`src/rtl/dhm_pkg.sv`:
```
// Package for the duration histogram block: state encoding, ALU operation codes,
// ALU request and response structs, and the fixed constants of the histogram.
// Used by dhm_alu, duration_histogram_median_max and the testbench. Depends on nothing.
package dhm_pkg;

    // Width of the shared adder / subtractor datapath.
    localparam int unsigned ALU_W         = 32;
    // Width of one bin count and of the sample total.
    localparam int unsigned COUNT_W       = 31;
    // Width of the reported bin index fields.
    localparam int unsigned BIN_FIELD_W   = 6;
    // Duration ticks per histogram bin.
    localparam int unsigned TICKS_PER_BIN = 50;
    // A total above this value triggers the halving pass.
    localparam logic [COUNT_W-1:0] HALVE_LIMIT = 31'h7000_0000;

    // The bin index of an unsaturated duration is taken as
    // (duration * RECIP_MULT) >> RECIP_SHIFT. RECIP_MULT is 2**RECIP_SHIFT / TICKS_PER_BIN
    // rounded up, and the quotient is exact for every dividend below 2**DIVIDEND_W,
    // which covers all durations below the saturation point for up to 1024 bins.
    localparam int unsigned DIVIDEND_W  = 16;
    localparam int unsigned RECIP_SHIFT = 23;
    localparam int unsigned RECIP_W     = 18;
    localparam logic [RECIP_W-1:0] RECIP_MULT = 18'd167773;

    typedef enum logic [1:0] {
        ALU_ADD,
        ALU_SUB
    } t_alu_op;

    typedef struct packed {
        t_alu_op          op;
        logic [ALU_W-1:0] a;
        logic [ALU_W-1:0] b;
    } t_alu_req;

    typedef struct packed {
        logic [ALU_W-1:0] result;
        logic             borrow;
    } t_alu_rsp;

    typedef enum logic [3:0] {
        S_INIT,
        S_IDLE,
        S_DIV,
        S_INC_RD,
        S_INC_WR,
        S_TOT,
        S_HALVE,
        S_SCAN,
        S_DONE
    } t_state;

endpackage

```
`src/rtl/dhm_alu.sv`:
```
// Shared adder / subtractor of the duration histogram block.
// Serves the saturation check, the increments, the halving sum and the median scan.
// Depends on dhm_pkg for the request and response structs.
module dhm_alu (
    input  dhm_pkg::t_alu_req i_req,
    output dhm_pkg::t_alu_rsp o_rsp
);

    logic [dhm_pkg::ALU_W:0] w_full;

    always_comb begin
        case (i_req.op)
            dhm_pkg::ALU_SUB: w_full = {1'b0, i_req.a} - {1'b0, i_req.b};
            default:          w_full = {1'b0, i_req.a} + {1'b0, i_req.b};
        endcase
    end

    // On a subtraction the top bit is the borrow, set when a is below b.
    assign o_rsp.result = w_full[dhm_pkg::ALU_W-1:0];
    assign o_rsp.borrow = (i_req.op == dhm_pkg::ALU_SUB) ? w_full[dhm_pkg::ALU_W] : 1'b0;

endmodule

```
`src/rtl/dhm_bin_ram.sv`:
```
// Bin count memory of the duration histogram block.
// One write port and one read port with registered read data.
// Depends on nothing; widths come from its parameters.
module dhm_bin_ram #(
    parameter int unsigned DEPTH  = 64,
    parameter int unsigned ADDR_W = 6,
    parameter int unsigned DATA_W = 31
) (
    input  logic              i_clk,
    input  logic              i_we,
    input  logic [ADDR_W-1:0] i_waddr,
    input  logic [DATA_W-1:0] i_wdata,
    input  logic              i_re,
    input  logic [ADDR_W-1:0] i_raddr,
    output logic [DATA_W-1:0] o_rdata
);

    logic [DATA_W-1:0] r_mem [DEPTH];
    logic [DATA_W-1:0] r_rdata;

    always_ff @(posedge i_clk) begin
        if (i_we) begin
            r_mem[i_waddr] <= i_wdata;
        end
        if (i_re) begin
            r_rdata <= r_mem[i_raddr];
        end
    end

    assign o_rdata = r_rdata;

endmodule

```
`src/rtl/duration_histogram_median_max.sv`:
```
// Top level of the duration histogram: sequencer, bin memory and shared ALU.
// Depends on dhm_pkg, dhm_alu and dhm_bin_ram.
//
//   channel  direction  handshake            payload
//   input    in         i_valid / o_ready    i_clear, i_duration
//   result   out        o_valid / i_ready    o_median_bin, o_max_bin, o_sample_total
//
// A sample transaction passes the division state unless the duration saturates into
// the last bin, then reads, increments and writes back one bin and walks all bins in
// the scan, plus one walk in the halving pass when it runs; a clear walks them twice.
// Its length is set by the single read port of the bin memory, which the halving pass
// and the combined median and maximum scan walk one bin per cycle.
// After reset a clearing pass zeroes the memory; o_ready stays low.
// A result waits in the output register while the next transaction is accepted and
// processed; the sequencer holds in its final state only if that register is still full.
module duration_histogram_median_max #(
    parameter int unsigned NUM_BINS = 64
) (
    input  logic        i_clk,
    input  logic        i_rst_n,
    input  logic        i_valid,
    output logic        o_ready,
    input  logic        i_clear,
    input  logic [31:0] i_duration,
    output logic        o_valid,
    input  logic        i_ready,
    output logic [5:0]  o_median_bin,
    output logic [5:0]  o_max_bin,
    output logic [30:0] o_sample_total
);

    localparam int unsigned ADDR_W = (NUM_BINS > 1) ? $clog2(NUM_BINS) : 1;
    localparam int unsigned CNT_W  = $clog2(NUM_BINS + 1);
    localparam int unsigned ALU_W  = dhm_pkg::ALU_W;
    localparam int unsigned CW     = dhm_pkg::COUNT_W;
    localparam int unsigned BF_W   = dhm_pkg::BIN_FIELD_W;
    localparam int unsigned DV_W   = dhm_pkg::DIVIDEND_W;
    localparam int unsigned PROD_W = dhm_pkg::DIVIDEND_W + dhm_pkg::RECIP_W;

    localparam logic [ADDR_W-1:0] LAST_BIN  = ADDR_W'(NUM_BINS - 1);
    localparam logic [CNT_W-1:0]  ISSUE_END = CNT_W'(NUM_BINS);
    // Durations at or above this value land in the last bin.
    localparam logic [ALU_W-1:0]  SAT_LIM   =
        ALU_W'(dhm_pkg::TICKS_PER_BIN * (NUM_BINS - 1));

    // Control state.
    dhm_pkg::t_state   r_state, n_state;
    logic [CNT_W-1:0]  r_idx, n_idx;
    logic              r_rv, n_rv;
    logic              r_item, n_item;
    logic              r_out_valid, n_out_valid;
    logic [CW-1:0]     r_total, n_total;

    // Datapath registers.
    logic [DV_W-1:0]   r_rem, n_rem;
    logic [ADDR_W-1:0] r_bin, n_bin;
    logic [ADDR_W-1:0] r_widx, n_widx;
    logic [ALU_W-1:0]  r_acc, n_acc;
    logic              r_found, n_found;
    logic [BF_W-1:0]   r_med, n_med;
    logic [BF_W-1:0]   r_max, n_max;
    logic [BF_W-1:0]   r_o_med, n_o_med;
    logic [BF_W-1:0]   r_o_max, n_o_max;
    logic [CW-1:0]     r_o_total, n_o_total;

    // Memory and ALU connections.
    logic              w_we, w_re;
    logic [ADDR_W-1:0] w_waddr, w_raddr;
    logic [CW-1:0]     w_wdata, w_rdata;
    logic [ALU_W-1:0]  w_half;
    logic [PROD_W-1:0] w_prod;
    dhm_pkg::t_alu_req w_alu_req;
    dhm_pkg::t_alu_rsp w_alu_rsp;

    dhm_bin_ram #(
        .DEPTH  (NUM_BINS),
        .ADDR_W (ADDR_W),
        .DATA_W (CW)
    ) u_ram (
        .i_clk   (i_clk),
        .i_we    (w_we),
        .i_waddr (w_waddr),
        .i_wdata (w_wdata),
        .i_re    (w_re),
        .i_raddr (w_raddr),
        .o_rdata (w_rdata)
    );

    dhm_alu u_alu (
        .i_req (w_alu_req),
        .o_rsp (w_alu_rsp)
    );

    // Half of the total, rounded down, is the median target.
    assign w_half = ALU_W'(r_total >> 1);

    // An unsaturated duration is below the saturation point, so its low bits alone
    // give the bin through one multiplication by the scaled reciprocal of the bin width.
    assign w_prod = PROD_W'(r_rem) * PROD_W'(dhm_pkg::RECIP_MULT);

    // Operand selection for the shared ALU. Each state uses it for one job.
    always_comb begin
        w_alu_req.op = dhm_pkg::ALU_ADD;
        w_alu_req.a  = '0;
        w_alu_req.b  = '0;
        unique case (r_state)
            dhm_pkg::S_IDLE: begin
                // Saturation check of the incoming duration.
                w_alu_req.op = dhm_pkg::ALU_SUB;
                w_alu_req.a  = i_duration;
                w_alu_req.b  = SAT_LIM;
            end
            dhm_pkg::S_INC_WR: begin
                w_alu_req.a = ALU_W'(w_rdata);
                w_alu_req.b = ALU_W'(1);
            end
            dhm_pkg::S_TOT: begin
                w_alu_req.a = ALU_W'(r_total);
                w_alu_req.b = ALU_W'(1);
            end
            dhm_pkg::S_HALVE: begin
                w_alu_req.a = r_acc;
                w_alu_req.b = ALU_W'(w_rdata >> 1);
            end
            dhm_pkg::S_SCAN: begin
                w_alu_req.a = r_acc;
                w_alu_req.b = ALU_W'(w_rdata);
            end
            default: begin
                w_alu_req.op = dhm_pkg::ALU_ADD;
            end
        endcase
    end

    // Sequencer: next state, memory control and register updates.
    always_comb begin
        n_state     = r_state;
        n_idx       = r_idx;
        n_rv        = r_rv;
        n_item      = r_item;
        n_out_valid = r_out_valid;
        n_total     = r_total;
        n_rem       = r_rem;
        n_bin       = r_bin;
        n_widx      = r_widx;
        n_acc       = r_acc;
        n_found     = r_found;
        n_med       = r_med;
        n_max       = r_max;
        n_o_med     = r_o_med;
        n_o_max     = r_o_max;
        n_o_total   = r_o_total;
        w_we        = 1'b0;
        w_waddr     = r_widx;
        w_wdata     = '0;
        w_re        = 1'b0;
        w_raddr     = r_idx[ADDR_W-1:0];
        o_ready     = 1'b0;

        // The downstream side takes the waiting result.
        if (r_out_valid && i_ready) begin
            n_out_valid = 1'b0;
        end

        unique case (r_state)
            dhm_pkg::S_INIT: begin
                // Clearing pass, after reset or for a clear transaction.
                w_we    = 1'b1;
                w_waddr = r_idx[ADDR_W-1:0];
                n_idx   = r_idx + CNT_W'(1);
                if (r_idx[ADDR_W-1:0] == LAST_BIN) begin
                    if (r_item) begin
                        n_state = dhm_pkg::S_SCAN;
                        n_idx   = '0;
                        n_rv    = 1'b0;
                        n_acc   = '0;
                        n_found = 1'b0;
                        n_med   = '0;
                        n_max   = '0;
                    end else begin
                        n_state = dhm_pkg::S_IDLE;
                    end
                end
            end
            dhm_pkg::S_IDLE: begin
                o_ready = 1'b1;
                if (i_valid) begin
                    n_item = 1'b1;
                    if (i_clear) begin
                        n_total = '0;
                        n_idx   = '0;
                        n_state = dhm_pkg::S_INIT;
                    end else begin
                        n_rem = i_duration[DV_W-1:0];
                        n_bin = '0;
                        if (!w_alu_rsp.borrow) begin
                            n_bin   = LAST_BIN;
                            n_state = dhm_pkg::S_INC_RD;
                        end else begin
                            n_state = dhm_pkg::S_DIV;
                        end
                    end
                end
            end
            dhm_pkg::S_DIV: begin
                // The quotient is below the last bin, so it fits the bin index.
                n_bin   = w_prod[dhm_pkg::RECIP_SHIFT +: ADDR_W];
                n_state = dhm_pkg::S_INC_RD;
            end
            dhm_pkg::S_INC_RD: begin
                w_re    = 1'b1;
                w_raddr = r_bin;
                n_state = dhm_pkg::S_INC_WR;
            end
            dhm_pkg::S_INC_WR: begin
                w_we    = 1'b1;
                w_waddr = r_bin;
                w_wdata = w_alu_rsp.result[CW-1:0];
                n_state = dhm_pkg::S_TOT;
            end
            dhm_pkg::S_TOT: begin
                n_total = w_alu_rsp.result[CW-1:0];
                n_idx   = '0;
                n_rv    = 1'b0;
                n_acc   = '0;
                if (w_alu_rsp.result[CW-1:0] > dhm_pkg::HALVE_LIMIT) begin
                    n_state = dhm_pkg::S_HALVE;
                end else begin
                    n_state = dhm_pkg::S_SCAN;
                    n_found = 1'b0;
                    n_med   = '0;
                    n_max   = '0;
                end
            end
            dhm_pkg::S_HALVE: begin
                // Read one bin ahead while the previous one is written back halved.
                if (r_idx != ISSUE_END) begin
                    w_re  = 1'b1;
                    n_idx = r_idx + CNT_W'(1);
                end
                n_rv   = (r_idx != ISSUE_END);
                n_widx = r_idx[ADDR_W-1:0];
                if (r_rv) begin
                    w_we    = 1'b1;
                    w_waddr = r_widx;
                    w_wdata = w_rdata >> 1;
                    n_acc   = w_alu_rsp.result;
                    if (r_widx == LAST_BIN) begin
                        n_total = w_alu_rsp.result[CW-1:0];
                        n_state = dhm_pkg::S_SCAN;
                        n_idx   = '0;
                        n_rv    = 1'b0;
                        n_acc   = '0;
                        n_found = 1'b0;
                        n_med   = '0;
                        n_max   = '0;
                    end
                end
            end
            dhm_pkg::S_SCAN: begin
                // One pass finds both the median and the highest non-empty bin.
                if (r_idx != ISSUE_END) begin
                    w_re  = 1'b1;
                    n_idx = r_idx + CNT_W'(1);
                end
                n_rv   = (r_idx != ISSUE_END);
                n_widx = r_idx[ADDR_W-1:0];
                if (r_rv) begin
                    n_acc = w_alu_rsp.result;
                    if (!r_found && ((w_alu_rsp.result >= w_half) || (r_widx == LAST_BIN))) begin
                        n_found = 1'b1;
                        n_med   = BF_W'(r_widx);
                    end
                    if (w_rdata != '0) begin
                        n_max = BF_W'(r_widx);
                    end
                    if (r_widx == LAST_BIN) begin
                        n_state = dhm_pkg::S_DONE;
                    end
                end
            end
            dhm_pkg::S_DONE: begin
                // Hand over once the output register is free or being emptied.
                if (!r_out_valid || i_ready) begin
                    n_out_valid = 1'b1;
                    n_o_med     = r_med;
                    n_o_max     = r_max;
                    n_o_total   = r_total;
                    n_state     = dhm_pkg::S_IDLE;
                end
            end
            default: begin
                n_state = dhm_pkg::S_IDLE;
            end
        endcase
    end

    always_ff @(posedge i_clk) begin
        if (!i_rst_n) begin
            r_state     <= dhm_pkg::S_INIT;
            r_idx       <= '0;
            r_rv        <= 1'b0;
            r_item      <= 1'b0;
            r_out_valid <= 1'b0;
            r_total     <= '0;
        end else begin
            r_state     <= n_state;
            r_idx       <= n_idx;
            r_rv        <= n_rv;
            r_item      <= n_item;
            r_out_valid <= n_out_valid;
            r_total     <= n_total;
        end
    end

    always_ff @(posedge i_clk) begin
        r_rem     <= n_rem;
        r_bin     <= n_bin;
        r_widx    <= n_widx;
        r_acc     <= n_acc;
        r_found   <= n_found;
        r_med     <= n_med;
        r_max     <= n_max;
        r_o_med   <= n_o_med;
        r_o_max   <= n_o_max;
        r_o_total <= n_o_total;
    end

    assign o_valid        = r_out_valid;
    assign o_median_bin   = r_o_med;
    assign o_max_bin      = r_o_max;
    assign o_sample_total = r_o_total;

endmodule

```
`config.mk`:
```
export PLATFORM = sky130hd
export DESIGN_NAME = duration_histogram_median_max
export DESIGN_NICKNAME = d
export VERILOG_FILES = /design/src/rtl/dhm_pkg.sv /design/src/rtl/dhm_alu.sv /design/src/rtl/dhm_bin_ram.sv /design/src/rtl/duration_histogram_median_max.sv
export SDC_FILE = /design/constraint.sdc
export NUM_CORES = 2
export LEC_CHECK = 0
export ABC_AREA = 1
export BUFFER_PORTS_ARGS = -buffer_cell sky130_fd_sc_hd__buf_4
export CAP_MARGIN = 10
export CORE_MARGIN = 1
export CORE_UTILIZATION = 55
export CTS_BUF_LIST = sky130_fd_sc_hd__clkbuf_4 sky130_fd_sc_hd__clkbuf_8 sky130_fd_sc_hd__clkbuf_16
export CTS_CLUSTER_SIZE = 14
export DETAILED_ROUTE_END_ITERATION = 6
export PLACE_DENSITY = 0.71
export SETUP_SLACK_MARGIN = 0.05
export SLEW_MARGIN = 10
export SYNTH_ARGS = -nofsm -noshare
export SYNTH_HDL_FRONTEND = slang
export SYNTH_SLANG_ARGS = --single-unit
```
`constraint.sdc`:
```
create_clock -name i_clk -period 8.6 [get_ports i_clk]
set_clock_uncertainty 0.2 [all_clocks]
set_input_delay 1.29 -clock i_clk [delete_from_list [all_inputs] [get_ports i_clk]]
set_output_delay 1.29 -clock i_clk [all_outputs]
set_load 0.05 [all_outputs]
```
* Word level (Yosys, flattened, before mapping)
Memories as Yosys holds them, arrays and structs flattened. A register that Yosys moved wholly into a read port is not among the register bits.
Index checks and enable logic that the tools add are counted.
** Operators by class
- Add/sub/neg operators :: 3
- Multiply operators :: 1
- Order comparisons :: 2
- Equal/unequal tests :: 25
- Multiplexer cells :: 75
- Bitwise operators :: 1
- Reduce and logical (&&, ||, !) cells :: 25
** Operators with widths (count)
- 64-bit one-hot mux with 5 select lines :: 1
- 32-bit two-way mux :: 5
- 32-bit one-hot mux with 4 select lines :: 1
- 31-bit two-way mux :: 4
- 31-bit one-hot mux with 3 select lines :: 1
- 6-bit two-way mux :: 13
- 31-bit one-hot mux with 2 select lines :: 1
- 7-bit two-way mux :: 7
- 6-bit one-hot mux with 4 select lines :: 2
- 4-bit one-hot mux with 9 select lines :: 1
- 7-bit one-hot mux with 5 select lines :: 1
- 32-bit by 32-bit adder with 33-bit output :: 1
- 33-bit two-way mux :: 1
- 32-bit by 32-bit subtractor with 33-bit output :: 1
- 32-bit by 30-bit >= comparator with 1-bit output :: 1
- 31-bit > comparator, second input constant :: 1
- 31-bit nonzero test :: 1
- 30-bit two-way mux :: 1
- 16-bit by 18-bit multiplier with 29-bit output, second input constant :: 1
- 4-bit two-way mux :: 7
- 2-bit != test, second input constant :: 13
- 6-bit one-hot mux with 2 select lines :: 2
- 1-bit two-way mux :: 21
- 4-bit by 3-bit equality test with 1-bit output, second input constant :: 4
- other kinds (26) :: 40
** Storage, ports and cells
- Register bits :: 161
- Bits in writable memories :: 1984
- Output and inout port bits :: 45
- Word-level logic and storage cells :: 149
- Memories :: 1
** Memories
- u_ram.r_mem :: depth 64, bits a word 31, read ports 1, clocked after memory_dff 1, write ports 1, RTL line dhm_bin_ram.sv:18 : logic [DATA_W-1:0] r_mem [DEPTH];

* Logic depth before layout (Yosys ltp)
- Depth in word-level cells :: 10
- Depth in mapped cells :: 40
- Depth with buffers taken out :: 40

* By module
From an unflattened synthesis, not the netlist that was laid out.
** Unflattened totals
- Cell total of the unflattened synthesis :: 8910
- Area total of the unflattened synthesis :: 97383.4 sq um
** By module, submodules not included
- dhm_bin_ram :: times used 1, cells each 6740, area each 80820.0 sq um, sequential area each 60508.0 sq um
- duration_histogram_median_max :: times used 1, cells each 1444, area each 13048.8 sq um, sequential area each 4384.2 sq um
- dhm_alu :: times used 1, cells each 726, area each 3514.6 sq um, sequential area each 0.0 sq um

* Least setup slack after synthesis
Ideal clock, no wire load.
- Kind :: register -> register
- Start point :: reg r_state[3]
- End point :: mem u_ram.r_mem[0][29], data pin
- Data arrival time :: 5244 ps
- Slack :: 2603 ps
- Stages on the path, launching flop included :: 29
- Path buffers :: 1
- Clock period less this slack :: 5997 ps
- Cell sequence :: dfxtp_1 inv_2 nand2_2 inv_2 nand2_2 buf_4 o22ai_1 a21oi_2 ha_1 nand3_1 nor2_2 nand2_2 nor2_4 nand2_2 nor2_4 nand2_1 nand2_1 nand3_1 ha_1 nand2_1 inv_1 nand2_1 nand2_1 a21oi_1 nand3_1 a21oi_1 xor2_1 inv_1 o22ai_1
** Between the ends
- Cells in the longest elaborated chain, start to end :: 5
- Elaborated cells on any way between the ends :: 12
** Ends and longest elaborated chain
- from (decl) :: RTL line duration_histogram_median_max.sv:47 : dhm_pkg::t_state r_state, n_state;
- from (signal assigned) :: RTL line duration_histogram_median_max.sv:300 : r_state <= dhm_pkg::S_INIT;
- from (signal assigned) :: RTL line duration_histogram_median_max.sv:307 : r_state <= n_state;
- 4-bit by 3-bit equality test with 1-bit output (tied with other cells) :: RTL line duration_histogram_median_max.sv:106 : unique case (r_state)
- 64-bit one-hot mux with 5 select lines / 1-bit two-way mux (equally long branches) :: RTL line duration_histogram_median_max.sv:106
- 32-bit by 32-bit adder with 33-bit output (tied with other cells) :: RTL line dhm_alu.sv:14 : default: w_full = {1'b0, i_req.a} + {1'b0, i_req.b};
- 33-bit two-way mux :: RTL line dhm_alu.sv:12 : case (i_req.op)
- 31-bit one-hot mux with 2 select lines (*) :: RTL line duration_histogram_median_max.sv:165 : unique case (r_state)
- via u_ram.i_wdata[29] :: RTL line dhm_bin_ram.sv:12 : input logic [DATA_W-1:0] i_wdata,
- to (decl) :: RTL line dhm_bin_ram.sv:18
The timed path passes the listed nets; every way through them passes the cells marked *.

* Worst setup path in the final report
- Start point :: reg r_state[3]
- End point :: reg r_med[3], enable pin
** Between the ends
- Cells in the longest elaborated chain, start to end :: 9
- Elaborated cells on any way between the ends :: 25
** Ends and longest elaborated chain
- 4-bit by 3-bit equality test with 1-bit output (tied with other cells) :: RTL line duration_histogram_median_max.sv:106, duration_histogram_median_max.sv:165
- 64-bit one-hot mux with 5 select lines / 1-bit two-way mux (equally long branches) :: RTL line duration_histogram_median_max.sv:106
- 32-bit by 32-bit adder with 33-bit output (tied with other cells) :: RTL line dhm_alu.sv:14
- 33-bit two-way mux :: RTL line dhm_alu.sv:12
- 32-bit by 30-bit >= comparator with 1-bit output :: RTL line duration_histogram_median_max.sv:270 : if (!r_found && ((w_alu_rsp.result >= w_half) || (r_widx == LAST_BIN))) begin
- 1-bit logical OR :: RTL line duration_histogram_median_max.sv:270
- 1-bit logical AND :: RTL line duration_histogram_median_max.sv:270
- 2-bit != test (no source line)
- 8-bit AND reduction (no source line) (*)
- to (signal assigned) :: RTL line duration_histogram_median_max.sv:322 : r_med <= n_med;
- to (decl) :: RTL line duration_histogram_median_max.sv:60 : logic [BF_W-1:0] r_med, n_med;
Every way passes the cells marked *; elsewhere a longest branch is shown, timed or not.
A chain may end at the register's enable or synchronous reset.

==> impl_metrics.tcl <==
set metrics [dict create \
    worstMarginPinSlew_ns 1.29 \
    final_hold_viol_count 0 \
    grt_overflow 0 \
    worst_slack_ns 1.81 \
    min_period_over_period_pct 79.0 \
    gp_congestion 0.942 \
    fill_cells 12600 \
    max_freq_mhz 147 \
    synth_top_cell_by_area "edfxtp_1" \
    core_um2 170000 \
    rrSetupSlack_ns 1.81 \
    crit_arrival_ns 7.05 \
    multi_input_area_um2 26500 \
    ioPinCount 82 \
    final_layout_size_suffix_gt1_share_pct 9.03 \
    routedWlPerCell_um 27.2 \
    syn_nets 7921 \
    slowest_delay_ns 0.51 \
    power.density_nw_per_um2 208 \
    drt_iter0_markers 8348 \
    dp.cells 9578 \
    root_buffer "clkbuf_16" \
    required_ns 8.86 \
    cts_tree "built" \
    synth_cells 7606 \
    cts.repair.resized 0 \
    holdPathStages 0 \
    grt.total_usage_pct 31.0 \
    instances_no_fill 9961 \
    slew_viol_final 0 \
    syn_avg_cell_area_um2 12.4 \
    num_vias 63900 \
    port-buffer-count 81 \
    critPathCaptureType "flop" \
    cts_buffer_depth 3 \
    grt_max_degree 206 \
    clk-insertion-delay-late_ns 0.86 \
    min_from "r_max[5]$_DFFE_PP_" \
    place_ws_ns 1.92 \
    viasPerCell 6.42 \
    ys_warn_count 0 \
    die_height_um 416 \
    path_max_fanout 35 \
    relSlewSlack_pct 14.0 \
    worstSetupStartpointType "flop" \
    dieArea_um2 173000 \
    seq_area_frac_synth_pct 68.9 \
    finish.utilization_pct 61.6 \
    hpwl_mm 153 \
    path_clk_slew_ns 0.06 \
    cts_hold_buffers 0 \
    critPathLaunch "r_state[3]$_SDFFE_PN0P_" \
    crit_top_cell "nand2_1" \
    synthTopCellsByArea "edfxtp_1 (68%), nor2_1 (5.0%), o21ai_0 (4.3%), o221ai_1 (2.4%), ha_1 (2.3%)" \
    dr.pass1.iters 7 \
    violations "DRC" \
    clkSinkCount 2176 \
    setup_viol 0 \
    ant_nets 0 \
    htreeDepth 4 \
    area_delta_synth_final_pct 11.0 \
    synth_edf_count 2131 \
    start_util_pct 55.5 \
    die_w_um 416 \
    ys_ff_latch 2176 \
    setup_tns_ns 0 \
    seq_area_um2 64900 \
    min_to "o_max_bin[5]$_DFFE_PP_" \
    syn_area_um2 94200 \
    yosys_most_used_dff "edfxtp_1" \
    rsz0062_at_grt "no" \
    place_area_um2 97800 \
    grt_pass1_wl_mm 397 \
    peakVddDrop_uv 201 \
    cap_violations 0 \
    cts_setup_buffers 0 \
    rr_worst_depth 39 \
    r2r_end "r_med[3]$_DFFE_PP_" \
    p_leak_nw 32.8 \
    fp-row-count 151 \
    wl_mm 271 \
    antenna_found_initial 10 \
    cpMaxStageDelayCell "nand2_2" \
    async_reset_ff_share_pct 0 \
    drt_drc_violations_left 2 \
    crit_type "flop to flop" \
    status "finished, violations left" \
    min-delay-path-class "flop to flop" \
    yosysUniqueCellTypes 54 \
    nets 7887 \
    period_minus_slack_ns 6.79 \
    grt_pass1_vias 61300 \
    cts_buffers 208 \
    stdcell_area_um2 105000 \
    netlist.area_leader.share_pct 67.9 \
    r2r-start "r_state[3]$_SDFFE_PN0P_" \
]
## critical path, delay by kind of cell (launching register included)
family	cells	cell delay [ns]
buffers and inverters	6	0.48
and+or+nand+nor	23	3.07
AOI/OAI and AO/OA	5	0.73
xor gates and xnor gates	2	0.60
adders and majority gates	3	0.95
DFF	1	0.39
## where the power goes
part	total, W	switching (W)	internal [W]
sequential	0.0115	0.0000133	0.0115
combinational	0.00123	0.000887	0.000339
clock	0.00899	0.00385	0.00515
total	0.0218	0.00475	0.0170
## state kept, by name (all words and copies together) (netlist names), 4 cells and up
register	count
o_max_bin	6
o_median_bin	6
o_sample_total	31
r_acc	32
r_bin	6
r_idx	7
r_max	6
r_med	6
r_rem	16
r_state	4
r_total	31
r_widx	6
u_ram.o_rdata	31
u_ram.r_mem	1984
## cell usage in the layout (no fill, tap or decap), drive strengths merged, types with 18 or more instances in the layout
cell type / n
nor3: 21
buf: 225
inv: 470
clkinv: 83
o22ai: 307
nor2: 1262
nand3: 262
o2111ai: 25
o211ai: 253
nand4: 27
nand2: 562
dfxtp: 45
clkbuf: 276
a21oi: 98
o21ai: 1045
xor2: 18
ha: 177
fa: 101
o221ai: 255
edfxtp: 2131
## stage by stage
step / hold WS (ns) / total power (W)
floorplan: 0.200 / 0.0126
CTS: 0.226 / 0.0218
global placement: 0.203 / 0.0129
detailed placement: 0.215 / 0.0130
finish: 0.226 / 0.0218
global route: 0.234 / 0.0223
## area by class of cell
type / count / area share, %
multi-input cells: 4495 / 25.3
clock inverters: 102 / 0.843
flip-flops and latches: 2176 / 62.0
clock buffers: 276 / 5.61
repair buffers: 225 / 1.80
well taps: 2218 / 2.65
inverters: 466 / 1.71
diodes: 3 / 0.00718
## synthesized netlist by cell type (25+ instances only)
| cell type | instances |
|---|---|
| buf_2 | 134 |
| o22ai_1 | 307 |
| ha_1 | 177 |
| o211ai_1 | 253 |
| o21ai_1 | 232 |
| o221ai_1 | 255 |
| nor2_1 | 1255 |
| nand3_1 | 262 |
| nand2_1 | 555 |
| o21ai_0 | 810 |
| a21oi_1 | 97 |
| nand4_1 | 27 |
| fa_1 | 101 |
| clkbuf_1 | 295 |
| o2111ai_1 | 25 |
| dfxtp_1 | 45 |
| edfxtp_1 | 2131 |
| inv_1 | 447 |
## per-layer routing
metal | GRT usage [%] | vias to the layer above | wire length (µm)
li1 | - | 28000 | -
met1 | 42.5 | 31700 | 106000
met2 | 48.5 | 3588 | 126000
met3 | 5.28 | 620 | 26400
met4 | 15.1 | 2 | 13500
met5 | 0 | - | 14
## kinds of logic (layout without fill, tap and decap cells)
| family | count (synthesis) | in the layout | share of synthesized area (%) |
|---|---|---|---|
| xor gates and xnor gates | 34 | 34 | 0.316 |
| other | 0 | 3 | 0 |
| and+or+nand+nor | 2165 | 2165 | 9.22 |
| buffers and inverters | 935 | 1069 | 4.05 |
| AOI/OAI and AO/OA | 2018 | 2018 | 13.1 |
| adders and majority gates | 278 | 278 | 4.50 |
| DFF | 2176 | 2176 | 68.9 |
## worst max path at each step
stage	slack, ns	cells after the start	endpoint
finish	1.81	39	r_med[3]$_DFFE_PP_
global route	1.18	39	r_med[3]$_DFFE_PP_
CTS	1.90	39	r_med[3]$_DFFE_PP_
detailed placement	1.92	39	r_med[1]$_DFFE_PP_
global placement	1.97	39	r_med[2]$_DFFE_PP_
floorplan	2.60	28	u_ram.r_mem[0][29]$_DFFE_PP_
(Power assumes the default switching activity.)
